===== src/hdl/scfd_pkg.sv =====
// Shared types and constants for the serial CAN frame deframer.
package scfd_pkg;

  localparam logic [7:0] SYNC_FIRST     = 8'hAB;
  localparam logic [7:0] SYNC_SECOND    = 8'hCD;
  localparam int         MAX_DATA_BYTES = 8;
  localparam int         HEADER_BYTES   = 6;
  localparam int         ID_BYTES       = 4;

  localparam logic [2:0] PH_HUNT  = 3'd0;
  localparam logic [2:0] PH_SYNC2 = 3'd1;
  localparam logic [2:0] PH_ID    = 3'd2;
  localparam logic [2:0] PH_FLAGS = 3'd3;
  localparam logic [2:0] PH_LEN   = 3'd4;
  localparam logic [2:0] PH_DATA  = 3'd5;

  localparam logic ST_OK      = 1'b0;
  localparam logic ST_BAD_LEN = 1'b1;

  typedef struct packed {
    logic        status;
    logic [31:0] identifier;
    logic        is_remote;
    logic        is_extended;
    logic        is_self;
    logic [3:0]  data_length;
    logic [63:0] payload;
    logic [3:0]  frame_bytes;
  } result_t;

endpackage


===== src/hdl/serial_can_frame_deframer.sv =====
// Serial CAN frame deframer: sync hunt, header collection and frame assembly.
// A byte is registered at the input, then decoded; its result word, if any, is loaded
//   into the output register when the byte is decoded.
// Throughput: one byte per cycle while the output is not stalled; the single decode step per byte sets this rate.
// Reset (synchronous, rst_n low): empty input and output registers, hunt for the
//   first sync byte, all frame state cleared.
module serial_can_frame_deframer (
  input  logic        clk,
  input  logic        rst_n,
  input  logic        in_valid,
  output logic        in_stall,
  input  logic [7:0]  in_rx_byte,
  output logic        out_valid,
  input  logic        out_stall,
  output logic        out_status,
  output logic [31:0] out_identifier,
  output logic        out_is_remote,
  output logic        out_is_extended,
  output logic        out_is_self,
  output logic [3:0]  out_data_length,
  output logic [63:0] out_payload,
  output logic [3:0]  out_frame_bytes
);

  // Input register: one received byte waiting for decode.
  logic        in_vld_r;
  logic [7:0]  in_byte_r;

  // Frame state.
  logic [2:0]  phase_r, phase_nxt;
  logic [3:0]  idx_r, idx_nxt;
  logic [31:0] id_r, id_nxt;
  logic [2:0]  flags_r, flags_nxt;
  logic [3:0]  len_r, len_nxt;
  logic [63:0] pay_r, pay_nxt;

  // Output register.
  logic                   out_vld_r, out_vld_nxt;
  scfd_pkg::result_t      res_r, res_nxt;

  logic        adv;     // decode the held byte this cycle
  logic        emit;    // the held byte closes a frame or reports an error
  logic [63:0] pay_upd;
  logic [3:0]  idx_inc;
  logic [7:0]  b;

  // Decode whenever the output register is free or is being drained.
  assign adv      = in_vld_r && (!out_vld_r || !out_stall);
  assign in_stall = in_vld_r && !adv;
  assign b        = in_byte_r;
  assign idx_inc  = idx_r + 4'd1;

  // Drop the byte into its lane of the payload.
  always_comb begin
    pay_upd = pay_r;
    for (int k = 0; k < 8; k++) begin
      if (idx_r[2:0] == 3'(k)) begin
        pay_upd[8*k +: 8] = b;
      end
    end
  end

  always_comb begin
    phase_nxt = phase_r;
    idx_nxt   = idx_r;
    id_nxt    = id_r;
    flags_nxt = flags_r;
    len_nxt   = len_r;
    pay_nxt   = pay_r;
    emit      = 1'b0;
    res_nxt.status      = scfd_pkg::ST_OK;
    res_nxt.identifier  = id_r;
    res_nxt.is_remote   = flags_r[0];
    res_nxt.is_extended = flags_r[1];
    res_nxt.is_self     = flags_r[2];
    res_nxt.data_length = len_r;
    res_nxt.payload     = pay_upd;
    res_nxt.frame_bytes = 4'(scfd_pkg::HEADER_BYTES) + len_r;

    unique case (phase_r)
      scfd_pkg::PH_HUNT: begin
        if (b == scfd_pkg::SYNC_FIRST) begin
          phase_nxt = scfd_pkg::PH_SYNC2;
        end
      end
      scfd_pkg::PH_SYNC2: begin
        // A repeated first sync byte stays a candidate.
        if (b == scfd_pkg::SYNC_SECOND) begin
          phase_nxt = scfd_pkg::PH_ID;
          idx_nxt   = '0;
          id_nxt    = '0;
        end else if (b != scfd_pkg::SYNC_FIRST) begin
          phase_nxt = scfd_pkg::PH_HUNT;
        end
      end
      scfd_pkg::PH_ID: begin
        id_nxt = {id_r[23:0], b};
        if (idx_inc >= 4'(scfd_pkg::ID_BYTES)) begin
          idx_nxt   = '0;
          phase_nxt = scfd_pkg::PH_FLAGS;
        end else begin
          idx_nxt = idx_inc;
        end
      end
      scfd_pkg::PH_FLAGS: begin
        flags_nxt = b[2:0];
        phase_nxt = scfd_pkg::PH_LEN;
      end
      scfd_pkg::PH_LEN: begin
        if (b > 8'(scfd_pkg::MAX_DATA_BYTES)) begin
          emit                = 1'b1;
          res_nxt.status      = scfd_pkg::ST_BAD_LEN;
          res_nxt.data_length = b[3:0];
          res_nxt.payload     = '0;
          res_nxt.frame_bytes = '0;
        end else if (b == 8'd0) begin
          emit                = 1'b1;
          res_nxt.data_length = '0;
          res_nxt.payload     = '0;
          res_nxt.frame_bytes = 4'(scfd_pkg::HEADER_BYTES);
        end else begin
          len_nxt   = b[3:0];
          pay_nxt   = '0;
          idx_nxt   = '0;
          phase_nxt = scfd_pkg::PH_DATA;
        end
      end
      scfd_pkg::PH_DATA: begin
        pay_nxt = pay_upd;
        idx_nxt = idx_inc;
        if (idx_inc >= len_r) begin
          emit = 1'b1;
        end
      end
      default: begin
        phase_nxt = scfd_pkg::PH_HUNT;
      end
    endcase

    // Close the frame, or leave an illegal phase: back to hunting with clean state.
    if (emit || phase_r > scfd_pkg::PH_DATA) begin
      phase_nxt = scfd_pkg::PH_HUNT;
      idx_nxt   = '0;
      id_nxt    = '0;
      flags_nxt = '0;
      len_nxt   = '0;
      pay_nxt   = '0;
    end
  end

  // Load a new word on decode, drop the old one once taken.
  always_comb begin
    if (adv) begin
      out_vld_nxt = emit;
    end else if (!out_stall) begin
      out_vld_nxt = 1'b0;
    end else begin
      out_vld_nxt = out_vld_r;
    end
  end

  always_ff @(posedge clk) begin
    if (!rst_n) begin
      in_vld_r  <= 1'b0;
      out_vld_r <= 1'b0;
      phase_r   <= scfd_pkg::PH_HUNT;
      idx_r     <= '0;
      id_r      <= '0;
      flags_r   <= '0;
      len_r     <= '0;
      pay_r     <= '0;
    end else begin
      out_vld_r <= out_vld_nxt;
      if (!in_stall) begin
        in_vld_r <= in_valid;
      end
      if (adv) begin
        phase_r <= phase_nxt;
        idx_r   <= idx_nxt;
        id_r    <= id_nxt;
        flags_r <= flags_nxt;
        len_r   <= len_nxt;
        pay_r   <= pay_nxt;
      end
    end
  end

  always_ff @(posedge clk) begin
    if (in_valid && !in_stall) begin
      in_byte_r <= in_rx_byte;
    end
    if (adv && emit) begin
      res_r <= res_nxt;
    end
  end

  assign out_valid       = out_vld_r;
  assign out_status      = res_r.status;
  assign out_identifier  = res_r.identifier;
  assign out_is_remote   = res_r.is_remote;
  assign out_is_extended = res_r.is_extended;
  assign out_is_self     = res_r.is_self;
  assign out_data_length = res_r.data_length;
  assign out_payload     = res_r.payload;
  assign out_frame_bytes = res_r.frame_bytes;

`ifndef NO_ASSERTIONS
  a_emit_loads: assert property (@(posedge clk) disable iff (!rst_n)
    adv && emit |=> out_vld_r)
    else $error("decoded frame did not reach the output register");

  a_bad_len_word: assert property (@(posedge clk) disable iff (!rst_n)
    out_vld_r && out_status == scfd_pkg::ST_BAD_LEN |->
      out_frame_bytes == 4'd0 && out_payload == 64'd0)
    else $error("error word carries frame data");

  a_ok_word: assert property (@(posedge clk) disable iff (!rst_n)
    out_vld_r && out_status == scfd_pkg::ST_OK |->
      out_frame_bytes == 4'(scfd_pkg::HEADER_BYTES) + out_data_length &&
      out_data_length <= 4'(scfd_pkg::MAX_DATA_BYTES))
    else $error("frame word length fields disagree");

  a_data_index: assert property (@(posedge clk) disable iff (!rst_n)
    phase_r == scfd_pkg::PH_DATA |-> idx_r < len_r)
    else $error("data byte index ran past the frame length");

  a_hold_stalled: assert property (@(posedge clk) disable iff (!rst_n)
    out_vld_r && out_stall |=> out_vld_r && $stable(res_r))
    else $error("stalled output word changed");
`endif

endmodule

===== config.mk =====
export PLATFORM = sky130hd
export DESIGN_NAME = serial_can_frame_deframer
export DESIGN_NICKNAME = d
export VERILOG_FILES = /design/src/hdl/scfd_pkg.sv /design/src/hdl/serial_can_frame_deframer.sv
export SDC_FILE = /design/constraint.sdc
export NUM_CORES = 1
export LEC_CHECK = 0
export ABC_AREA = 1
export CORE_ASPECT_RATIO = 1.25
export CORE_MARGIN = 2
export CORE_UTILIZATION = 47
export CTS_CLUSTER_DIAMETER = 30
export DETAILED_ROUTE_END_ITERATION = 6
export DONT_BUFFER_PORTS = 1
export PLACE_DENSITY = 0.68
export SETUP_SLACK_MARGIN = 0.1
export SLEW_MARGIN = 40
export SYNTH_ARGS = -nofsm -noshare
export SYNTH_HDL_FRONTEND = slang
export SYNTH_SLANG_ARGS = --single-unit
export TNS_END_PERCENT = 30

===== constraint.sdc =====
create_clock -name clk -period 5.8 [get_ports clk]
set_input_delay 0.87 -clock clk [delete_from_list [all_inputs] [get_ports clk]]
set_output_delay 0.87 -clock clk [all_outputs]
set_load 0.01 [all_outputs]

==> results of run 1 <==
cell families (layout without fill, tap and decap cells):
group | Yosys count | after routing
simple gates | 576 | 576
compound gates | 179 | 179
fa+ha+maj | 11 | 11
xor+xnor | 1 | 1
buf+inv | 178 | 181
flops | 228 | 228
final cells by class:
type / count / area share
Clock buffer: 41 / 0.0875
Clock inverter: 28 / 0.0306
Inverter: 104 / 0.0349
Multi-Input combinational cell: 767 / 0.302
Sequential cell: 228 / 0.509
Tap cell: 274 / 0.0305
Timing Repair Buffer: 8 / 0.00567
cells in the mapped netlist:
cell type	instances
clkinv_1	1
buf_6	7
nand2_1	242
nor3_1	1
nand4_2	1
clkbuf_2	1
xor2_1	1
nor4_1	1
nor3_2	2
inv_2	6
nand3b_1	1
edfxtp_1	116
ha_1	11
o22ai_1	3
inv_1	97
a21oi_1	56
buf_4	1
buf_2	15
o21ai_1	10
nand4_1	6
dfxtp_1	112
o21ai_0	109
nand3_2	1
nand3_1	59
nand4_4	1
nand2_4	1
clkbuf_1	50
nor2_1	258
a21oi_4	1
nand2_2	2
per-stage QoR:
step / setup slack (ns) / util / instances
2_1_floorplan: 1.56 / - / 1173
3_3_place_gp: 2.83 / 0.479 / 1381
3_5_place_dp: 2.73 / 0.480 / 1381
4_1_cts: 2.71 / 0.544 / 1450
5_1_grt: 2.49 / 0.544 / 1450
6_report: 2.80 / 0.544 / 1450
path summary, 6_finish.rpt:
kind,slack [ns],start,end
max,2.80,idx_r[0],pay_r[16]
min,0.44,id_r[25],out_identifier[25]
min reg2reg,0.44,id_r[25],out_identifier[25]
max reg2reg,2.80,idx_r[0],pay_r[16]
state kept, by name, summed over array words and instances (netlist names):
signal	cells
out_status	1
out_data_length	4
flags_r	3
id_r	32
out_is_self	1
out_is_remote	1
out_frame_bytes	4
b	8
out_identifier	32
in_vld_r	1
idx_r	4
out_valid	1
out_payload	64
pay_r	64
phase_r	3
len_r	4
out_is_extended	1
power breakdown:
group	leakage [nW]	internal, mW	switching (mW)
clock network	0.635	1.51	0.785
registers	1.93	1.69	0.0168
logic	2.00	0.0171	0.0530
total	4.57	3.22	0.855
layer usage:
layer | vias to the layer above | GRT usage | wire length (um)
met5 | - | 0 | 0
met3 | 45 | 0.0473 | 1410
li1 | 3726 | - | -
met2 | 253 | 0.315 | 10200
met4 | 0 | 0.0731 | 538
met1 | 3469 | 0.266 | 9680
cell usage in the layout, fill, tap and decap left out, drive strengths merged, types with 3 or more instances in the layout:
cell	synthesis	routed
nor2	258	258
bufinv	0	6
ha	11	11
clkbuf	51	41
o22ai	3	3
inv	103	111
nand3	60	60
o21ai	119	119
nor3	3	3
clkinv	1	11
dfxtp	112	112
a21oi	57	57
buf	23	8
clkinvlp	0	4
edfxtp	116	116
nand4	8	8
nand2	245	245
==> flow_metrics.py, run 1 <==
metrics = {
    "yosys": {
        "synthDistinctLibCells": 30,
        "synth_compound_area_frac": 0.0925,
        "synth_area_leader_cell": "edfxtp_1",
        "ys_ff_latch": 228,
        "synthAdderAreaFrac": 0.0140,
        "synth_area_per_cell_sq_um": 8.39,
        "yosys.area_share.simple": 0.235,
        "syn_nets": 1196,
        "synth_xor_area_frac": 0.000890,
        "muxShareOfSynthArea": 0,
        "synth_top_family_by_area": "simple AND/OR/NAND/NOR gates",
        "synthTopCellsByArea": "edfxtp_1 35%, dfxtp_1 23%, nor2_1 9.8%",
        "synth_warnings": 0,
        "synth_top_area_frac": 0.354,
        "seq_area_frac_synth": 0.582,
        "syn_inst": 1173,
        "synth_area_sq_um": 9840,
    },
    "finish": {
        "stdcell_area_sq_um": 11200,
        "ff_latch_area_sq_um": 5730,
        "syn_to_final_growth_pct": 14.2,
        "multiInputGateArea_sq_um": 3390,
        "nFillCells": 1905,
        "diodes": 0,
        "nets": 1170,
        "layout-drive-gt1-share": 0.0765,
    },
    "grt": {
        "grt_pass1_vias": 7068,
        "overflow": 0,
        "grt_pass1_wl_um": 35800,
        "grt_use_total": 0.198,
        "antenna_found_initial": 0,
        "grt_max_degree": 112,
    },
    "floorplan": {
        "fp.dieArea_sq_um": 22100,
        "die_y_um": 166,
        "row_count": 59,
        "design.core.area_sq_um": 20700,
        "pin_count": 122,
        "start_util": 0.476,
        "die_x_um": 133,
    },
    "cts": {
        "clkLatencyLatePin_ns": 0.51,
        "tritoncts": "yes",
        "cts_hold_buf": 0,
        "ctsRootBufferMaster": "clkbuf_16",
        "clkTransAtPathRegs_ns": 0.05,
        "cts_resized": 0,
        "cts_made_buffers": 38,
        "postCtsSetupBuffers": 0,
        "cts_sinks": 228,
        "htree_levels": 2,
        "clockBufferDepth": 3,
    },
    "place": {
        "hpwl_um": 13100,
        "port-buffer-count": 0,
        "placed_area_sq_um": 9910,
        "place.gp.congestion": 0.894,
    },
    "routing": {
        "drt.antenna.violating_nets": 0,
        "viasPerCell": 5.17,
        "wl_per_cell_um": 15.1,
        "drc": 0,
        "via_count": 7493,
        "drt-total-wl_um": 21900,
        "first_pass_iters": 5,
        "first_iter_violations": 600,
    },
    "setup_path": {
        "critical_path_cell_count": 14,
        "cp_max_fo": 43,
        "critPathSlowestCell": "buf_4",
        "critPathKind": "flop to flop",
        "cpPeakStageDelay_ns": 0.53,
        "crit_arrival_ns": 3.39,
        "cp_top_family": "adder cells",
        "reg2reg_depth": 14,
        "crit_required_ns": 6.18,
        "worst_setup_path_end_kind": "flop",
        "critPathLaunchType": "flop",
        "path_cells": "ha_1, ha_1, inv_1, ha_1, nand2_1, inv_1, nand3_1, nand3_1, inv_1, nand3_2, buf_4, nor2_1, o21ai_0, nor2_1",
        "cp_num_buf_inv": 4,
    },
    "timing": {
        "worstMarginPinSlew_ns": 0.733,
        "clock.fmax_mhz": 333,
        "finalSetupViolCount": 0,
        "finalHoldViolations": 0,
        "maxSlewViolCount": 0,
        "setup_tns_ns": 0,
        "finClkSkew_ns": 0.0214,
        "period_share": 0.518,
        "hold_slack_ns": 0.436,
        "period_minus_slack_ns": 3.00,
        "rsz0062_at_grt": "false",
        "relSlewSlack": 0.510,
    },
    "pwr": {
        "power.density_nw_per_um2": 363,
        "max-vdd-ir-drop_mv": 0.276,
        "fin_total_pwr_mw": 4.08,
        "p_leak_nw": 4.57,
    },
    "flow_run": {
        "max_cap_viol_count": 0,
    },
    "hold_path": {
        "worstHoldPathType": "flop to flop",
        "hold_depth": 0,
    },
    "outcome": {
        "status": "complete, no violations",
    },
}
No activity file was read; power rests on OpenSTA's default activity.
==> run 2, diff against run 1 <==
==> constraint.sdc (replaced) <==
create_clock -name clk -period 2.9 [get_ports clk]
set_input_delay 0.435 -clock clk [delete_from_list [all_inputs] [get_ports clk]]
set_output_delay 0.435 -clock clk [all_outputs]
set_load 0.01 [all_outputs]
==> flow_metrics.py, run 2 (same netlist as run 1, synthesis figures left out) <==
metrics = {
    "grt": {
        "grt_max_degree": 77,
        "antenna_found_initial": 0,
        "grt_pass1_vias": 7111,
        "grt_use_total": 0.203,
        "overflow": 0,
        "grt_pass1_wl_um": 36300,
    },
    "routing": {
        "drt-total-wl_um": 22500,
        "drc": 0,
        "viasPerCell": 5.13,
        "first_pass_iters": 5,
        "drt.antenna.violating_nets": 0,
        "via_count": 7518,
        "wl_per_cell_um": 15.4,
        "first_iter_violations": 484,
    },
    "setup_path": {
        "critPathLaunchType": "flop",
        "cp_max_fo": 40,
        "crit_arrival_ns": 2.81,
        "crit_required_ns": 3.27,
        "worst_setup_path_end_kind": "flop",
        "critPathKind": "flop to flop",
    },
    "finish": {
        "final_cell_mix": "257 x nor2_1, 239 x nand2_1, 116 x edfxtp_1",
        "nFillCells": 1857,
        "fin_cells": 1465,
        "ff_latch_area_sq_um": 5730,
        "layout_commonest_cell": "nor2_1",
        "diodes": 0,
        "layout-drive-gt1-share": 0.102,
        "nets": 1184,
        "syn_to_final_growth_pct": 16.7,
        "multiInputGateArea_sq_um": 3450,
    },
    "timing": {
        "setup_tns_ns": 0,
        "worstMarginPinSlew_ns": 0.574,
        "finalSetupViolCount": 0,
        "finClkSkew_ns": 0.0214,
        "period_share": 0.841,
        "maxSlewViolCount": 0,
        "clock.fmax_mhz": 410,
        "hold_slack_ns": 0.0158,
        "period_minus_slack_ns": 2.44,
        "relSlewSlack": 0.617,
        "setup_ws_ns": 0.462,
        "finalHoldViolations": 0,
        "rsz0062_at_grt": "false",
    },
    "cts": {
        "tritoncts": "yes",
        "cts_made_buffers": 38,
        "htree_levels": 2,
        "postCtsSetupBuffers": 0,
        "clkTransAtPathRegs_ns": 0.05,
        "clockBufferDepth": 3,
        "clkLatencyLatePin_ns": 0.52,
        "cts_resized": 0,
        "cts_sinks": 228,
        "cts_hold_buf": 0,
        "ctsRootBufferMaster": "clkbuf_16",
    },
    "floorplan": {
        "die_y_um": 166,
        "die_x_um": 133,
        "design.core.area_sq_um": 20700,
        "pin_count": 122,
        "fp.dieArea_sq_um": 22100,
        "start_util": 0.476,
        "row_count": 59,
    },
    "pwr": {
        "p_leak_nw": 4.66,
        "max-vdd-ir-drop_mv": 0.505,
        "power.density_nw_per_um2": 706,
    },
    "hold_path": {
        "worstHoldPathType": "primary input to flop",
    },
    "flow_run": {
        "max_cap_viol_count": 0,
    },
    "place": {
        "hpwl_um": 13600,
        "dp_cells": 1395,
        "dp_worst_setup_slack_ns": 0.478,
        "port-buffer-count": 0,
        "place.gp.congestion": 0.886,
    },
    "outcome": {
        "status": "complete, no violations",
    },
}
[run 2: layout make-up]
class                   instances  share of cell area
clock inverters                25              0.0230
repair buffers                 22              0.0209
well taps                     274              0.0299
inverters                     104              0.0343
clock buffers                  45              0.0924
flip-flops and latches        228               0.499
multi-input cells             767               0.300
[run 2: power breakdown]
group	internal, mW	switching (mW)	total [mW]
combinational	0.0471	0.130	0.177
clock	2.93	1.61	4.53
sequential	3.38	0.0131	3.40
total	6.36	1.75	8.11
[run 2: path summary, 6_finish.rpt]
| path | depth (start not counted) | end | startpoint | slack [ns] |
|---|---|---|---|---|
| worst max-delay path | 14 | pay_r[18] | idx_r[0] | 0.46 |
| worst min-delay path | 0 | b[0] | in_rx_byte[0] | 0.02 |
| worst max register to register | 14 | pay_r[18] | idx_r[0] | 0.46 |
| worst min register to register | 0 | out_identifier[16] | id_r[16] | 0.43 |
[run 2: per-stage QoR]
step                 util  cell area (sq um)  power [mW]
finish              0.556              11500        8.11
global route        0.556              11500        8.36
CTS                 0.556              11500        8.18
detailed placement  0.492              10200        3.64
global placement    0.492              10200        3.64
floorplan               -               9920        3.58
[run 2: per-layer routing]
layer  vias to the layer above  global-route usage  part of all wire
li1                       3758                   -                 -
met1                      3486               0.259              0.43
met2                       222               0.332              0.48
met3                        52              0.0488             0.057
met4                         0              0.0860             0.031
met5                         -                   0                 0
[run 2: critical path, cell delays in order, from the launching register on]
cell and delay [ns]:
dfxtp_4 0.37, ha_4 0.17, ha_4 0.26, inv_2 0.04, ha_4 0.25, nand2_1 0.04
inv_1 0.06, nand3_1 0.08, nand3_2 0.10, inv_1 0.05, nand3_2 0.27, buf_12 0.27
nor2_1 0.06, o21ai_0 0.18, nor2_1 0.06
